**src/hdl/cmm_pkg.sv**
```systemverilog
// ----------------------------------------------------------------------------
// cmm_pkg
// Shared types, constants and helpers of the channel mixing matrix.
// ----------------------------------------------------------------------------
`default_nettype none

package cmm_pkg;

  localparam int MAX_CH    = 4;
  localparam int COEF_W    = 16;
  localparam int REG_W     = 64;
  localparam int ADDR_W    = 6;
  localparam int IDX_W     = 3;
  localparam int CODE_W    = 2;
  localparam int OUT_W     = 32;

  // Register indexes; byte address is eight times the index.
  localparam logic [IDX_W-1:0] REG_IN_CHAN  = 3'd0;
  localparam logic [IDX_W-1:0] REG_OUT_CHAN = 3'd1;
  localparam logic [IDX_W-1:0] REG_COEF0    = 3'd2;
  localparam logic [IDX_W-1:0] REG_COEF1    = 3'd3;
  localparam logic [IDX_W-1:0] REG_COEF2    = 3'd4;
  localparam logic [IDX_W-1:0] REG_COEF3    = 3'd5;

  // Channel count codes.
  localparam logic [CODE_W-1:0] CH_CODE_ONE = 2'd0;
  localparam logic [CODE_W-1:0] CH_CODE_TWO = 2'd1;

  typedef logic [MAX_CH-1:0][COEF_W-1:0] coef_row_t;

  typedef struct packed {
    logic [CODE_W-1:0]             in_code;
    logic [CODE_W-1:0]             out_code;
    coef_row_t [MAX_CH-1:0]        gain;
  } cfg_t;

  // Active-channel mask for a count code; codes two and above mean four channels.
  function automatic logic [MAX_CH-1:0] chan_mask(input logic [CODE_W-1:0] code);
    logic [MAX_CH-1:0] m;
    unique case (code)
      CH_CODE_ONE: m = 4'b0001;
      CH_CODE_TWO: m = 4'b0011;
      default:     m = 4'b1111;
    endcase
    return m;
  endfunction

endpackage

`default_nettype wire

```
**src/hdl/cmm_regs.sv**
```systemverilog
// ----------------------------------------------------------------------------
// cmm_regs
// Configuration register file behind an APB-style port.
// ----------------------------------------------------------------------------
`default_nettype none

module cmm_regs (
  input  wire logic                       clk,
  input  wire logic                       rst,
  input  wire logic                       psel,
  input  wire logic                       penable,
  input  wire logic                       pwrite,
  input  wire logic [cmm_pkg::ADDR_W-1:0] paddr,
  input  wire logic [cmm_pkg::REG_W-1:0]  pwdata,
  output logic      [cmm_pkg::REG_W-1:0]  prdata,
  output logic                            pready,
  output cmm_pkg::cfg_t                   cfg
);
  import cmm_pkg::*;

  logic [IDX_W-1:0] idx;
  logic             wr;

  assign idx    = paddr[ADDR_W-1:ADDR_W-IDX_W];
  assign pready = 1'b1;
  assign wr     = psel & penable & pwrite & pready;

  always_ff @(posedge clk) begin
    if (rst) begin
      cfg <= '0;
    end else if (wr) begin
      unique case (idx)
        REG_IN_CHAN:  cfg.in_code  <= pwdata[CODE_W-1:0];
        REG_OUT_CHAN: cfg.out_code <= pwdata[CODE_W-1:0];
        REG_COEF0:    cfg.gain[0]  <= pwdata;
        REG_COEF1:    cfg.gain[1]  <= pwdata;
        REG_COEF2:    cfg.gain[2]  <= pwdata;
        REG_COEF3:    cfg.gain[3]  <= pwdata;
        default: ;
      endcase
    end
  end

  always_comb begin
    unique case (idx)
      REG_IN_CHAN:  prdata = REG_W'(cfg.in_code);
      REG_OUT_CHAN: prdata = REG_W'(cfg.out_code);
      REG_COEF0:    prdata = cfg.gain[0];
      REG_COEF1:    prdata = cfg.gain[1];
      REG_COEF2:    prdata = cfg.gain[2];
      REG_COEF3:    prdata = cfg.gain[3];
      default:      prdata = '0;
    endcase
  end

endmodule

`default_nettype wire

```
**config.mk**
```make
export PLATFORM = sky130hd
export DESIGN_NAME = cmm_regs
export DESIGN_NICKNAME = d
export VERILOG_FILES = /design/src/hdl/cmm_pkg.sv /design/src/hdl/cmm_regs.sv
export SDC_FILE = /design/constraint.sdc
export NUM_CORES = 1
export LEC_CHECK = 0
export BUFFER_PORTS_ARGS = -buffer_cell sky130_fd_sc_hd__buf_2
export CORE_AREA = 2 2 156 158
export CTS_CLUSTER_DIAMETER = 80
export DETAILED_ROUTE_END_ITERATION = 12
export DIE_AREA = 0 0 158 160
export PLACE_DENSITY = 0.81
export SKIP_CTS_REPAIR_TIMING = 1
export SLEW_MARGIN = 0
export SYNTH_ARGS = -nofsm -noshare
export SYNTH_HDL_FRONTEND = slang
export SYNTH_SLANG_ARGS = --single-unit
```
**constraint.sdc**
```tcl
create_clock -name clk -period 3 [get_ports clk]
set_input_delay 0.3 -clock clk [delete_from_list [all_inputs] [get_ports clk]]
set_output_delay 0.3 -clock clk [all_outputs]
set_load 0.01 [all_outputs]
```
# After elaboration in Yosys (flattened, before gate mapping)
# Index checks and enable logic that the tools add are counted.
# Widths: inputs -> output; s select.
[op_classes]
order_cmp = 0
div_mod_pow = 0
n_shift = 0
addsub = 0
reduce_logical = 7
n_mux = 1
eq_ne = 5
multipliers = 0
bitwise = 2
[ops]
columns = ["operator", "count"]
rows = [
  ["$pmux 64 s6", 1],
  ["$reduce_and 2->1", 6],
  ["$eq 3x2->1 const B", 2],
  ["$eq 3x3->1 const B", 2],
  ["$eq 3x1->1 const B", 1],
  ["$logic_not 3->1", 1],
  ["$and 1x1->1", 2],
]
[word_totals]
latchBits = 0
mem_bits_rw = 0
reg_bits = 260
memories = 0
wordCells = 33
rom_bits = 0
output_inout_bits = 325
inputBits = 75

# Longest topological paths before layout
[logic_depth]
depth_word = 3
mapped_depth = 7
depth_no_buf = 3

# Least setup slack after synthesis
# No wires, ideal clock.
[synth_timing]
path_kind = "input-to-output"
start = "input paddr[3] in the netlist's numbering"
end = "output prdata[10] in the netlist's numbering"
arrival_time_ns = 1.241
cell_stages = 5
slack_ns = 1.459
path_buffers = 3
required_time_ns = 2.700
cell_sequence = "buf_2 -> buf_2 -> buf_2 -> mux2i_1 -> o22ai_1"
[synth_between]
elab_chain_len = 2
elab_cells_between_ends = 7
cone_classes = "eq/ne: 5; mux: 1; reduce/logical: 1"
[synth_rtl]
columns = ["element", "line_no", "rtl"]
rows = [
  ["from (decl)", "cmm_regs.sv:13", "input wire logic [cmm_pkg::ADDR_W-1:0] paddr,"],
  ["$eq 3x3->1 (tied with other cells)", "cmm_regs.sv:45", "unique case (idx)"],
  ["$pmux 64 s6 (*)", "cmm_regs.sv:45", ""],
  ["to (decl)", "cmm_regs.sv:15", "output logic [cmm_pkg::REG_W-1:0] prdata,"],
]
# Mark *: on every way between the ends. The rest lies on a longest branch, timed or not.

# Final worst setup path
[layout_timing]
start = "input paddr[3] in the netlist's numbering"
end = "output prdata[1] in the netlist's numbering"
# The elaborated chain is that of the path after synthesis.

==> flow_summary.html <==
<table>
<tr><th>Metric</th><th>Value</th></tr>
<tr><th colspan="2">Run status</th></tr>
<tr><td>Result of the run</td><td>finished, final reports clean</td></tr>
<tr><th colspan="2">Clocking</th></tr>
<tr><td>CTS sink cnt</td><td>260</td></tr>
<tr><td>Clk Latency, worst-skew pair</td><td>about 0.52 ns</td></tr>
<tr><td>Maximum root-to-sink buffer count</td><td>3</td></tr>
<tr><td>Cell at the root of the clock tree</td><td>clkbuf_16</td></tr>
<tr><td>TritonCTS Buffers</td><td>27</td></tr>
<tr><td>Clk pin slew, worst setup/hold paths</td><td>0.06 ns</td></tr>
<tr><td>Clock tree from TritonCTS</td><td>built</td></tr>
<tr><td>Max H-tree Level</td><td>1</td></tr>
<tr><th colspan="2">Synth</th></tr>
<tr><td>Fraction of the mapped netlist area in compound gates</td><td>under 10%</td></tr>
<tr><td>Number of synthesized register bits</td><td>between 200 and 300</td></tr>
<tr><td>Cells after Synth</td><td>1151</td></tr>
<tr><td>Fraction of synthesized cell area in xor and xnor cells</td><td>0%</td></tr>
<tr><td>Mapped Area</td><td>between 10000 and 15000 µm²</td></tr>
<tr><td>Main combinational cell family by area after synthesis</td><td>multiplexers</td></tr>
<tr><td>Multiplexer area fraction after synthesis</td><td>approximately a third</td></tr>
<tr><td>Number of enable flip-flop cells after synthesis</td><td>0</td></tr>
<tr><td>Synth Area in Adders</td><td>0%</td></tr>
<tr><td>Nets in the synthesized netlist</td><td>1226</td></tr>
<tr><td>Basic-gate share of the synthesized area counting and, or, nand and nor cells</td><td>~17%</td></tr>
<tr><td>Top flip-flop cell by instance count after synthesis</td><td>dfxtp_1</td></tr>
<tr><td>Count of yosys warnings during synthesis</td><td>0</td></tr>
<tr><td>Share of synthesized flip-flops with an asynchronous set or reset</td><td>0%</td></tr>
<tr><td>Area share of the leading cell type in the synthesized netlist</td><td>between 40% and 50%</td></tr>
<tr><td>Post-synthesis area per instance</td><td>~11 µm²</td></tr>
<tr><td>Fraction of the yosys area taken by sequential cells</td><td>a little over two fifths</td></tr>
<tr><td>Synth top cells by count</td><td>mux2i_1, nand2b_1, dfxtp_1</td></tr>
<tr><td>Most common cell in the netlist</td><td>mux2i_1</td></tr>
<tr><td>Largest area contributor in the synthesized netlist</td><td>dfxtp_1</td></tr>
<tr><td>Top area cells in the synthesized netlist</td><td>dfxtp_1, mux2i_1, nand2b_1</td></tr>
<tr><td>Synth cell types</td><td>24</td></tr>
<tr><th colspan="2">Routing</th></tr>
<tr><td>Initial detailed-routing violation count</td><td>410</td></tr>
<tr><td>Remaining DRCs</td><td>0</td></tr>
<tr><td>Routed wire length</td><td>roughly 34 mm</td></tr>
<tr><td>DRT Pass-1 Iters</td><td>4</td></tr>
<tr><td>Via density</td><td>between 5 and 6</td></tr>
<tr><td>Post-detailed-route count of antenna-violating nets</td><td>0</td></tr>
<tr><td>Overall via count from detail_route</td><td>roughly 10000</td></tr>
<tr><td>Per-cell routed wire length</td><td>roughly 19 µm</td></tr>
<tr><th colspan="2">Final layout</th></tr>
<tr><td>Number of flip-flops under the largest register name</td><td>260</td></tr>
<tr><td>Area taken by flip-flops and latches</td><td>about 5200 µm²</td></tr>
<tr><td>Area of combinational cells with multiple inputs</td><td>approximately 6500 µm²</td></tr>
<tr><td>Share of layout cells above drive strength 1</td><td>30.9%</td></tr>
<tr><td>Register containing the most flip-flops in the final layout</td><td>cfg</td></tr>
<tr><td>Final nets</td><td>1574</td></tr>
<tr><td>Final std cells w/o fill</td><td>roughly 1800</td></tr>
<tr><td>Area delta synth-&gt;final</td><td>25.7%</td></tr>
<tr><td>Filler Cells Inserted</td><td>~2000</td></tr>
<tr><td>Final non-filler cell area</td><td>around 15000 µm²</td></tr>
<tr><td>Top Registers</td><td>cfg (260)</td></tr>
<tr><th colspan="2">GRT</th></tr>
<tr><td>Largest net degree at the start of global routing</td><td>135</td></tr>
<tr><td>Initial antenna violation count</td><td>3</td></tr>
<tr><td>Vias in the first global route</td><td>between 9000 and 10000</td></tr>
<tr><td>First-pass GRT wire length</td><td>about 53 mm</td></tr>
<tr><td>GRT Total Usage</td><td>26.1%</td></tr>
<tr><td>Remaining global-route overflow</td><td>0</td></tr>
<tr><th colspan="2">Run</th></tr>
<tr><td>Max-capacitance violation count</td><td>0</td></tr>
<tr><th colspan="2">Die</th></tr>
<tr><td>Site row count</td><td>57</td></tr>
<tr><td>Effective utilization at floorplan</td><td>between 50 and 60%</td></tr>
<tr><td>Die width</td><td>roughly 160 µm</td></tr>
<tr><td>Boundary Pins</td><td>400</td></tr>
<tr><td>Full die area</td><td>about 25000 µm²</td></tr>
<tr><td>Die height</td><td>160 µm</td></tr>
<tr><td>Core area</td><td>23800 µm²</td></tr>
<tr><th colspan="2">Setup path</th></tr>
<tr><td>Worst Setup Path Type</td><td>in2out</td></tr>
<tr><td>Arrival time of the worst setup path</td><td>~1.7 ns</td></tr>
<tr><td>WP data required</td><td>2.70 ns</td></tr>
<tr><td>CP Max Fanout</td><td>25</td></tr>
<tr><td>Cell type group with the largest total delay on the critical path</td><td>buffers and inverters</td></tr>
<tr><td>CP max-delay cell</td><td>buf_4</td></tr>
<tr><td>Kind of end point of the critical path</td><td>primary output</td></tr>
<tr><td>Delay contributed by the slowest stage of the critical path</td><td>about 0.43 ns</td></tr>
<tr><td>Buffers plus inverters on the worst setup path</td><td>3</td></tr>
<tr><td>Crit path cell chain</td><td>buf_6 &gt; buf_4 &gt; mux4_2 &gt; nand2_1 &gt; o21ai_0 &gt; buf_2</td></tr>
<tr><td>Critical Path Start Type</td><td>input pin</td></tr>
<tr><th colspan="2">Timing</th></tr>
<tr><td>Post-route clock period utilization</td><td>between 60 and 70%</td></tr>
<tr><td>Count of endpoints failing hold in the final timing report</td><td>0</td></tr>
<tr><td>Setup-failing EPs final</td><td>0</td></tr>
<tr><td>Relative slew slack</td><td>63.4%</td></tr>
<tr><td>Worst slew pin tran</td><td>roughly 0.55 ns</td></tr>
<tr><td>Sum Neg Setup Slack</td><td>0 ns</td></tr>
<tr><td>Final worst hold slack</td><td>0.113 ns</td></tr>
<tr><td>Final worst path period need</td><td>about 2.0 ns</td></tr>
<tr><td>Maximum clock frequency</td><td>roughly 0.50 GHz</td></tr>
<tr><td>Max-slew violation count</td><td>0</td></tr>
<tr><td>Unrepaired setup endpoints after global routing</td><td>false</td></tr>
<tr><td>Final setup skew</td><td>0 ns</td></tr>
<tr><th colspan="2">Power and ir drop</th></tr>
<tr><td>Leakage power</td><td>8.09 nW</td></tr>
<tr><td>Ratio of total power to cell area</td><td>roughly 500 nW/µm²</td></tr>
<tr><td>Total design power</td><td>approximately 0.0074 W</td></tr>
<tr><td>Maximum ir drop on the vdd rail</td><td>around 0.36 mV</td></tr>
<tr><th colspan="2">Placement</th></tr>
<tr><td>Placed cell areas</td><td>around 14000 µm²</td></tr>
<tr><td>Post-Place Cells</td><td>roughly 1800</td></tr>
<tr><td>Weighted congestion at the end of routability-driven global placement</td><td>0.809</td></tr>
<tr><td>Detailed-placement wirelength estimate</td><td>between 20 and 25 mm</td></tr>
<tr><td>Number of buffer cells added on primary ports</td><td>~400</td></tr>
<tr><th colspan="2">Hold path</th></tr>
<tr><td>HP Class</td><td>in2reg</td></tr>
</table>
worst paths after layout:
kind / depth (start not counted) / startpoint / slack [ns] / end
max: 6 / paddr[3] / 1.0 / prdata[1]
min: 3 / pwdata[14] / 0.11 / cfg[206]$_SDFFE_PP0P_
max reg2reg: 2 / cfg[218]$_SDFFE_PP0P_ / 2.29 / cfg[218]$_SDFFE_PP0P_
min reg2reg: 2 / cfg[60]$_SDFFE_PP0P_ / 0.49 / cfg[60]$_SDFFE_PP0P_
tightest hold or removal path: stages:
cell and delay (ns):
buf_2 0.07, nand2b_1 0.09, mux2i_1 0.13
cell usage in the layout, fill, tap and decap left out:
master	Yosys	routed
clkinv_2	0	4
a221oi_1	1	1
and2_1	2	1
and4_1	1	1
clkbuf_8	0	5
o22ai_1	62	62
nand2_2	2	1
conb_1	1	1
and2_4	0	1
clkbuf_16	0	27
buf_6	5	2
dfxtp_1	260	260
clkinv_4	0	3
buf_12	0	9
nand2b_1	325	324
nand2_4	0	3
mux2_2	2	2
nor2b_1	2	2
nand2_1	6	4
clkbuf_1	47	2
and4b_1	1	1
inv_1	1	1
a21oi_1	1	1
nor2_1	1	1
clkinvlp_4	0	3
o21ai_0	1	1
bufinv_16	0	3
diode_2	0	3
inv_6	0	1
mux2i_1	385	385
buf_4	16	10
buf_2	25	393
mux4_2	1	1
a22oi_1	1	1
nand2b_2	0	1
layer usage:
metal	global-route usage [%]	share of wire (%)	vias to the layer above
met5	0	0	-
met4	10.9	3.6	0
met3	6.30	6.9	72
met2	44.7	48	319
met1	31.0	41	4696
li1	-	-	4656
cell type report:
| cell class | count | share of cell area (%) |
|---|---|---|
| Multi-Input combinational cell | 795 | 42.4 |
| Sequential cell | 260 | 34.1 |
| Timing Repair Buffer | 414 | 14.7 |
| Clock buffer | 34 | 4.93 |
| Tap cell | 324 | 2.66 |
| Clock inverter | 14 | 1.10 |
| Antenna cell | 3 | 0.0492 |
| Inverter | 1 | 0.0246 |
report_power, final:
part | leakage [nW] | total (W) | switching, W | internal, W
Clock | 0.446 | 0.00343 | 0.00139 | 0.00204
Combinational | 5.55 | 0.000491 | 0.000270 | 0.000221
Sequential | 2.10 | 0.00350 | 0.0000209 | 0.00348
Total | 8.09 | 0.00742 | 0.00168 | 0.00574
metrics by stage:
step / util, % / worst slack, ns
after floorplan: - / 1.46
after global placement: 60.1 / 1.02
after detailed placement: 60.1 / 0.992
after CTS: 64.0 / 0.992
after global routing: 64.0 / 0.902
final: 64.0 / 0.996
kinds of logic (layout without fill, tap and decap cells):
family	Yosys count	in the layout
buffers and inverters	96	463
AOI/OAI and AO/OA	66	66
DFF	260	260
and+or+nand+nor	340	340
muxes	388	388
other	1	4
Note: power is estimated with default switching activity, not from simulation.
