### src/hdl/cmm_pkg.sv
// ----------------------------------------------------------------------------
// cmm_pkg
// Shared types, constants and helpers of the channel mixing matrix.
// ----------------------------------------------------------------------------
`default_nettype none

package cmm_pkg;

  localparam int MAX_CH    = 4;
  localparam int COEF_W    = 16;
  localparam int REG_W     = 64;
  localparam int ADDR_W    = 6;
  localparam int IDX_W     = 3;
  localparam int CODE_W    = 2;
  localparam int OUT_W     = 32;

  // Register indexes; byte address is eight times the index.
  localparam logic [IDX_W-1:0] REG_IN_CHAN  = 3'd0;
  localparam logic [IDX_W-1:0] REG_OUT_CHAN = 3'd1;
  localparam logic [IDX_W-1:0] REG_COEF0    = 3'd2;
  localparam logic [IDX_W-1:0] REG_COEF1    = 3'd3;
  localparam logic [IDX_W-1:0] REG_COEF2    = 3'd4;
  localparam logic [IDX_W-1:0] REG_COEF3    = 3'd5;

  // Channel count codes.
  localparam logic [CODE_W-1:0] CH_CODE_ONE = 2'd0;
  localparam logic [CODE_W-1:0] CH_CODE_TWO = 2'd1;

  typedef logic [MAX_CH-1:0][COEF_W-1:0] coef_row_t;

  typedef struct packed {
    logic [CODE_W-1:0]             in_code;
    logic [CODE_W-1:0]             out_code;
    coef_row_t [MAX_CH-1:0]        gain;
  } cfg_t;

  // Active-channel mask for a count code; codes two and above mean four channels.
  function automatic logic [MAX_CH-1:0] chan_mask(input logic [CODE_W-1:0] code);
    logic [MAX_CH-1:0] m;
    unique case (code)
      CH_CODE_ONE: m = 4'b0001;
      CH_CODE_TWO: m = 4'b0011;
      default:     m = 4'b1111;
    endcase
    return m;
  endfunction

endpackage

`default_nettype wire

### src/hdl/cmm_sat.sv
// ----------------------------------------------------------------------------
// cmm_sat
// Scaling with truncation toward zero, saturation and output channel masking.
// ----------------------------------------------------------------------------
`default_nettype none

module cmm_sat #(
  parameter int SAMPLE_WIDTH   = 32,
  parameter int COEF_FRAC_BITS = 12
) (
  input  wire logic                                          clk,
  input  wire logic                                          rst,
  input  cmm_pkg::cfg_t                                      cfg,
  input  wire logic                                          sum_valid,
  input  wire logic signed [SAMPLE_WIDTH+cmm_pkg::COEF_W+1:0] sum [cmm_pkg::MAX_CH],
  input  wire logic                                          sum_last,
  output logic                                               done,
  output logic        [cmm_pkg::OUT_W-1:0]                   res [cmm_pkg::MAX_CH],
  output logic                                               res_last
);
  import cmm_pkg::*;

  localparam int AW = SAMPLE_WIDTH + COEF_W + 2;
  localparam int QW = AW - COEF_FRAC_BITS;

  localparam logic signed [QW-1:0] QMAX =
    {{(QW-SAMPLE_WIDTH+1){1'b0}}, {(SAMPLE_WIDTH-1){1'b1}}};
  localparam logic signed [QW-1:0] QMIN =
    {{(QW-SAMPLE_WIDTH+1){1'b1}}, {(SAMPLE_WIDTH-1){1'b0}}};

  logic [MAX_CH-1:0]        omask;
  logic                     q_valid, q_last;
  logic signed [QW-1:0]     quot [MAX_CH];
  logic        [AW-1:0]     biased [MAX_CH];
  logic signed [SAMPLE_WIDTH-1:0] sat [MAX_CH];

  assign omask = chan_mask(cfg.out_code);

  // A negative sum gets 2^F-1 added before the shift, so it rounds toward zero.
  always_comb begin
    for (int j = 0; j < MAX_CH; j++) begin
      biased[j] = sum[j] + {{(AW-COEF_FRAC_BITS){1'b0}}, {COEF_FRAC_BITS{sum[j][AW-1]}}};
    end
  end

  always_comb begin
    for (int j = 0; j < MAX_CH; j++) begin
      if (quot[j] > QMAX) begin
        sat[j] = QMAX[SAMPLE_WIDTH-1:0];
      end else if (quot[j] < QMIN) begin
        sat[j] = QMIN[SAMPLE_WIDTH-1:0];
      end else begin
        sat[j] = quot[j][SAMPLE_WIDTH-1:0];
      end
    end
  end

  always_ff @(posedge clk) begin
    if (rst) begin
      q_valid <= 1'b0;
      done    <= 1'b0;
    end else begin
      q_valid <= sum_valid;
      done    <= q_valid;
    end
  end

  always_ff @(posedge clk) begin
    q_last   <= sum_last;
    res_last <= q_last;
    for (int j = 0; j < MAX_CH; j++) begin
      quot[j] <= biased[j][AW-1:COEF_FRAC_BITS];
      res[j]  <= omask[j] ? OUT_W'(sat[j]) : '0;
    end
  end

endmodule

`default_nettype wire

### config.mk
export PLATFORM = sky130hd
export DESIGN_NAME = cmm_sat
export DESIGN_NICKNAME = d
export VERILOG_FILES = /design/src/hdl/cmm_pkg.sv /design/src/hdl/cmm_sat.sv
export SDC_FILE = /design/constraint.sdc
export NUM_CORES = 1
export LEC_CHECK = 0
export ABC_AREA = 1
export BUFFER_PORTS_ARGS = -buffer_cell sky130_fd_sc_hd__buf_2
export CORE_MARGIN = 10
export CORE_UTILIZATION = 35
export DETAILED_ROUTE_END_ITERATION = 12
export GPL_TIMING_DRIVEN = 0
export SYNTH_ARGS = -nofsm -noshare
export SYNTH_HDL_FRONTEND = slang
export SYNTH_SLANG_ARGS = --single-unit
### constraint.sdc
create_clock -name clk -period 1.92 [get_ports clk]
set_input_delay 0.192 -clock clk [delete_from_list [all_inputs] [get_ports clk]]
set_output_delay 0.192 -clock clk [all_outputs]
set_load 0.1 [all_outputs]
Word-level counts from Yosys, hierarchy flattened. Memories as Yosys holds them, arrays and structs flattened. Index checks and enable logic that the tools add are counted.

Reductions and logical operators: 5. Add/subtract/negate cells: 4. $lt $le $gt $ge: 8. Bitwise gates (word level): 4. Eq/ne operators: 1. Mux-type cells: 9.

Operator list (count): 50-bit by 12-bit adder with 50-bit output (4); 38-bit by 32-bit > comparator with 1-bit output, second input constant (4); 38-bit by 32-bit < comparator with 1-bit output, second input constant (4); 32-bit 2-to-1 mux (4); 31-bit 2-to-1 mux (4); 4-bit one-hot mux with 2 select lines (1); 2-bit OR reduction (4); 1-bit inverter (4); 2-bit by 1-bit == test with 1-bit output, second input constant (1); 2-bit zero test (1).

Bits in writable memories: 152. Word-level logic and storage cells: 44. Memories: 1. Register bits after elaboration: 132.

Memories: quot (words 4, width 38, rd ports 4, clocked after memory_dff 0, write ports 4, RTL line cmm_sat.sv:33) `logic signed [QW-1:0] quot [MAX_CH];`.

Logic depth before layout (Yosys ltp). Gate-level depths: netlist (run 1).

Depth after elaboration: 4. Mapped depth: 13. Mapped depth without buffers: 13.

Least setup slack after synthesis (run 1). No wires, ideal clock.

Path type: in2reg. Start point: input sum[157] (netlist name). End point: memory quot[0][5] (netlist name). Library setup time: 125 ps. Data required time: 1795 ps. Path slack: 466 ps. Stages: 8. Buffers on the path: 0. Arrival: 1329 ps. Cells stage by stage: ha_1 nand2_1 inv_1 a21oi_1 nand3_1 nand2_1 nand2_1 xor2_1.

RTL lines: start: declaration (RTL line cmm_sat.sv:15) `input wire logic signed [SAMPLE_WIDTH+cmm_pkg::COEF_W+1:0] sum [cmm_pkg::MAX_CH],`; end: declaration (RTL line cmm_sat.sv:33).

==> reports/metrics.cfg, run 1 <==
[synthesis]
yosysUniqueCellTypes=34
ys_seq_elements=284
ys_seq_area_frac=0.355
syn-cell-area_um2=16000
syn_avg_cell_area_um2=6.16
yosys_warnings=0
synthCells=2599
synth_nets=3107

[final_layout]
nets=3630
nFillCells=4651
drive_above_1_share=0.151
utilization=0.468
mostFrequentLayoutCells=nand2_1 (1,026), inv_1 (338), buf_2 (336), dfxtp_1 (284), nor2_1 (242)
final_cell_area_um2=21200
multi_input_comb_area_um2=8910
areaGrowthSynthToFinish_pct=32.2
ff_latch_area_um2=5690
final_common_cell=nand2_1
stdcell_count=3748

[place]
dp_hpwl_mm=49.0
placed_area_um2=18400
preCtsSetupSlack_ps=-197
gp_congestion=0.965
dpl.cell_count=3529
numPortBuffers=330

[die]
core-area_um2=45300
num_rows=78
dieHeight_um=234
dieArea_um2=54700
pin_count=594
start_util=0.354
die_width_um=234

[global_routing]
gr-total-overflow=0
grt_use_total=0.208
grt_pass1_vias=17100
antenna_found_initial=4
grt_max_degree=15
grt_pass1_wl_mm=90.8

[cts]
cts_buffers=29
clk_latency_ps=580
cts_tree=yes
cts.clk_slew.worst_paths_ps=60
clockBufferDepth=3
cts_sinks=284
cts-root-buf=clkbuf_16
htree_levels=1

[detailed_routing]
drt-initial-drc-count=1525
vias_per_cell=4.82
drc=0
ant_nets=0
via_count=18000
post_drt_wl_per_cell_um=15.8
first_pass_iters=5
drt-total-wl_mm=59.3

[timing]
fin_hold_ws_ps=86.2
worst_slack_ps=94.4
tightest_slew_ps=658
finalCritPeriodShare=0.951
finClkSkew_ps=7.66
drv_slew=0
maxSlewHeadroom=0.558
fmax_mhz=548
period_minus_slack_ps=1830
setup_violations=0
fin_tns_setup_ps=0
hold_violations=0

[min_path]
holdCritPathClass=in -> reg

[worst_setup_path]
path_class=in -> reg
crit_chain=dlygate4sd3_1 -> buf_2 -> nand4_1 -> nor2_4 -> nand2_1 -> nor2_2 -> nand3_1 -> nand2_1 -> dlygate4sd3_1 -> nand2_1
cpMaxStageDelayCell=dlygate4sd3_1
cpMostUsedCell=nand2_1
crit_fanout=5
max_stage_delay_ps=550
endpoint_kind=flop
required_ps=2390
start_kind=primary input
arrival_ps=2290

[run_status]
status=complete, no violations

[pwr]
power_mw=16.5
power.density_nw_per_um2=779
power_leakage_nw=11.0
peakVddDrop_mv=0.824

[run]
maxCapViolCount=0

## cells in the mapped netlist (all sizes together)
library cell  count  area (um2)
nand2          1033        3890
inv             349        1310
dfxtp           284        5690
nor2            279        1110
nand3           201        1020
a21oi           122         611
nand4            66         413
nor3             59         325
ha               44         551
nand3b           40         300
clkbuf           28         105
xor2             25         219
o21ai            23         138
buf              16         110
o21bai           10        75.1
or2               6        37.5
and2              5        31.3
a21boi            4        30.0
o31ai             2        15.0
a21o              1        7.51
nor4              1        6.26
o41ai             1        16.3
## cells by family after synthesis
group | synth area share
compound gates | 0.0557
xor+xnor | 0.0137
fa+ha+maj | 0.0344
buf+inv | 0.0952
flops | 0.355
simple gates | 0.446
## worst paths after layout
| kind | start | end | slack (ps) | cells past startpoint |
|---|---|---|---|---|
| setup reg to reg | quot[2][31] | res[52] | 230 | 5 |
| setup / recovery | sum[23] | quot[3][36] | 90 | 10 |
| hold reg to reg | q_last | res_last | 330 | 0 |
| hold / removal | sum[99] | quot[2][37] | 90 | 3 |
## timing repair
action	4_1_cts	5_1_grt
setup endpoints to repair	22	6
pin swaps	0	2
hold buffers	160	0
endpoints found under the hold margin	156	0
gates resized for setup	1	26
setup buffers	0	2
gates cloned	0	0
## routing by layer
| layer | global-route usage | vias up | wire length (um) |
|---|---|---|---|
| met5 | 0 | - | 38 |
| met4 | 0.0560 | 6 | 1380 |
| met3 | 0.0547 | 85 | 5820 |
| met2 | 0.320 | 680 | 24800 |
| met1 | 0.282 | 8094 | 27300 |
| li1 | - | 9182 | - |
## power breakdown
part	internal (mW)	switching, mW	total, mW
Clock	3.59	2.35	5.94
Combinational	1.03	3.10	4.12
Sequential	6.29	0.126	6.42
## worst max-delay path: cells and delay by family
kind,cells,cell delay [ps]
AND/OR/NAND/NOR,7,840
buffers and inverters,3,1260
## sequential cells by signal, summed over array words and instances (netlist names)
name,flops
done,1
q_valid,1
res_last,1
q_last,1
res,128
quot,152
## area by class of cell
class                           instances  area share
Multi-Input combinational cell       1922       0.421
Sequential cell                       284       0.269
Timing Repair Buffer                  492       0.154
Inverter                              349      0.0619
Clock buffer                           38      0.0378
Tap cell                              600      0.0355
Buffer                                 44      0.0103
Clock inverter                         14      0.0100
Antenna cell                            5    0.000591
Power figures use the tool's default switching activity.
==> run 2, diff against run 1 <==
Settings changed: BUFFER_PORTS_ARGS -buffer_cell sky130_fd_sc_hd__buf_2 to not set, DONT_BUFFER_PORTS set to 1.
==> reports/metrics.cfg, run 2 (synthesis gave the netlist of run 1 again) <==
[run_status]
status=complete, no violations

[pwr]
power_mw=16.2  ; -1.9%
power.density_nw_per_um2=814  ; +4.6%
power_leakage_nw=9.83  ; -10%
peakVddDrop_mv=0.700  ; -15%

[die]
num_rows=78  ; unchanged
start_util=0.354  ; unchanged
core-area_um2=45300  ; unchanged
dieArea_um2=54700  ; unchanged
dieHeight_um=234  ; unchanged
die_width_um=234  ; unchanged
pin_count=594  ; unchanged

[cts]
cts.clk_slew.worst_paths_ps=60  ; about the same
cts-root-buf=clkbuf_16
htree_levels=1  ; unchanged
cts_tree=yes
clockBufferDepth=3  ; unchanged
cts_sinks=284  ; unchanged
clk_latency_ps=590  ; about the same
cts_buffers=30  ; +3.4%

[worst_setup_path]
start_kind=primary input
crit_chain=dlygate4sd3_1 -> inv_1 -> nor3_4 -> nand2_2 -> nor2_4 -> and2_1 -> nand2_1 -> nand2_1 -> nand2_1 -> dlygate4sd3_1
max_stage_delay_ps=590  ; +40 ps
cpMaxStageDelayCell=dlygate4sd3_1
path_class=in -> reg
endpoint_kind=flop
arrival_ps=2300  ; about the same
cpMostUsedCell=nand2_1
required_ps=2380  ; about the same
crit_fanout=4  ; -1

[timing]
finClkSkew_ps=21.5  ; +13.9 ps
maxSlewHeadroom=0.260  ; -0.298
finalCritPeriodShare=0.960  ; +0.00957
fin_tns_setup_ps=0  ; unchanged
setup_violations=0  ; unchanged
worst_slack_ps=76.0  ; -18.4 ps
period_minus_slack_ps=1840  ; +18.4 ps
hold_violations=0  ; unchanged
drv_slew=0  ; unchanged
tightest_slew_ps=1110  ; +451 ps
fmax_mhz=542  ; -1.0%

[final_layout]
final_common_cell=nand2_1
areaGrowthSynthToFinish_pct=23.9
final_cell_area_um2=19800  ; -6.3%
ff_latch_area_um2=5690  ; unchanged
drive_above_1_share=0.0523  ; -0.0991
nFillCells=4782  ; +2.8%
multi_input_comb_area_um2=8910  ; about the same
largest_register_ffs=152  ; unchanged
utilization=0.438  ; -0.0292
top_register=quot
nets=3332  ; -8.2%
reg_top3=quot (152), res (128)
mostFrequentLayoutCells=nand2_1 (1,024), inv_1 (339), dfxtp_1 (284), nor2_1 (247), nand3_1 (197)

[global_routing]
grt_use_total=0.221  ; +0.0136
gr-total-overflow=0  ; unchanged
grt_pass1_vias=16400  ; -4.3%
antenna_found_initial=3  ; -1
grt_max_degree=16  ; +1
grt_pass1_wl_mm=94.5  ; +4.1%

[place]
placed_area_um2=16800  ; -9.0%
numPortBuffers=0  ; -100%
dp_hpwl_mm=49.0  ; +0.15%
gp_congestion=0.963  ; -0.17%
preCtsSetupSlack_ps=-55.6  ; +142 ps

[detailed_routing]
first_pass_iters=6  ; +1
drt-total-wl_mm=63.1  ; +6.5%
via_count=17300  ; -4.3%
vias_per_cell=5.01  ; +3.9%
drc=0  ; unchanged
post_drt_wl_per_cell_um=18.3  ; +16%
ant_nets=0  ; unchanged
drt-initial-drc-count=1484  ; -2.7%

[run]
maxCapViolCount=0  ; unchanged

[min_path]
holdCritPathClass=in -> reg

run 2: cell types whose count changed in the layout (fill, tap and decap cells not counted), sizes merged:
| cell | before | now |
|---|---|---|
| buf | 347 | 21 |
| bufinv | 5 | 3 |
| clkbuf | 67 | 71 |
| diode | 5 | 2 |
| dlymetal6s4s | 0 | 2 |
| dlygate4sd3 | 160 | 186 |
| clkinvlp | 4 | 3 |
| inv | 350 | 352 |
run 2: path summary, 6_finish.rpt:
kind | start | depth (start not counted) | end | slack (ps)
worst max-delay path | sum[27] | 10 | quot[3][35] | 80
worst min-delay path | sum[176] | 6 | quot[0][18] | 30
worst max register to register | quot[2][35] | 5 | res[52] | 100
worst min register to register | q_last | 0 | res_last | 330
run 2: routing by layer:
metal | GRT usage | part of all wire | vias to the layer above
met2 | 0.336 | 0.41 | 818
met5 | 0 | 0.00033 | -
met3 | 0.0766 | 0.14 | 80
met1 | 0.297 | 0.43 | 7782
li1 | - | - | 8584
met4 | 0.0474 | 0.019 | 4
run 2: area by class of cell:
type	instances	share of cell area
diodes	2	0.000252
multi-input cells	1922	0.449
clock inverters	13	0.00889
flip-flops and latches	284	0.286
repair buffers	193	0.0969
well taps	600	0.0378
clock buffers	43	0.0438
plain buffers	44	0.0110
inverters	349	0.0660
run 2: metrics by stage:
step,hold slack [ps],cells
5_1_grt,32.7,3448
4_1_cts,0.594,3443
2_1_floorplan,220,2599
6_report,29.6,3450
3_3_place_gp,220,3199
3_5_place_dp,220,3199
run 2: repair_timing:
| item | 4_1_cts | 5_1_grt |
|---|---|---|
| endpoints found under the setup margin | 28 | 14 |
| endpoints found under the hold margin | 161 | 0 |
| buffers inserted | 0 | 5 |
| pin swaps | 0 | 9 |
| resized for setup | 1 | 28 |
| hold buffers | 188 | 0 |
run 2: worst max-delay path, delay by kind of cell:
family | cells | cell delay [ps]
buffers and inverters | 3 | 1280
and+or+nand+nor | 7 | 810
run 2: where the power goes:
part / internal (mW) / switching, mW
clock network: 3.57 / 2.46
logic: 0.796 / 1.37
registers: 6.30 / 1.67
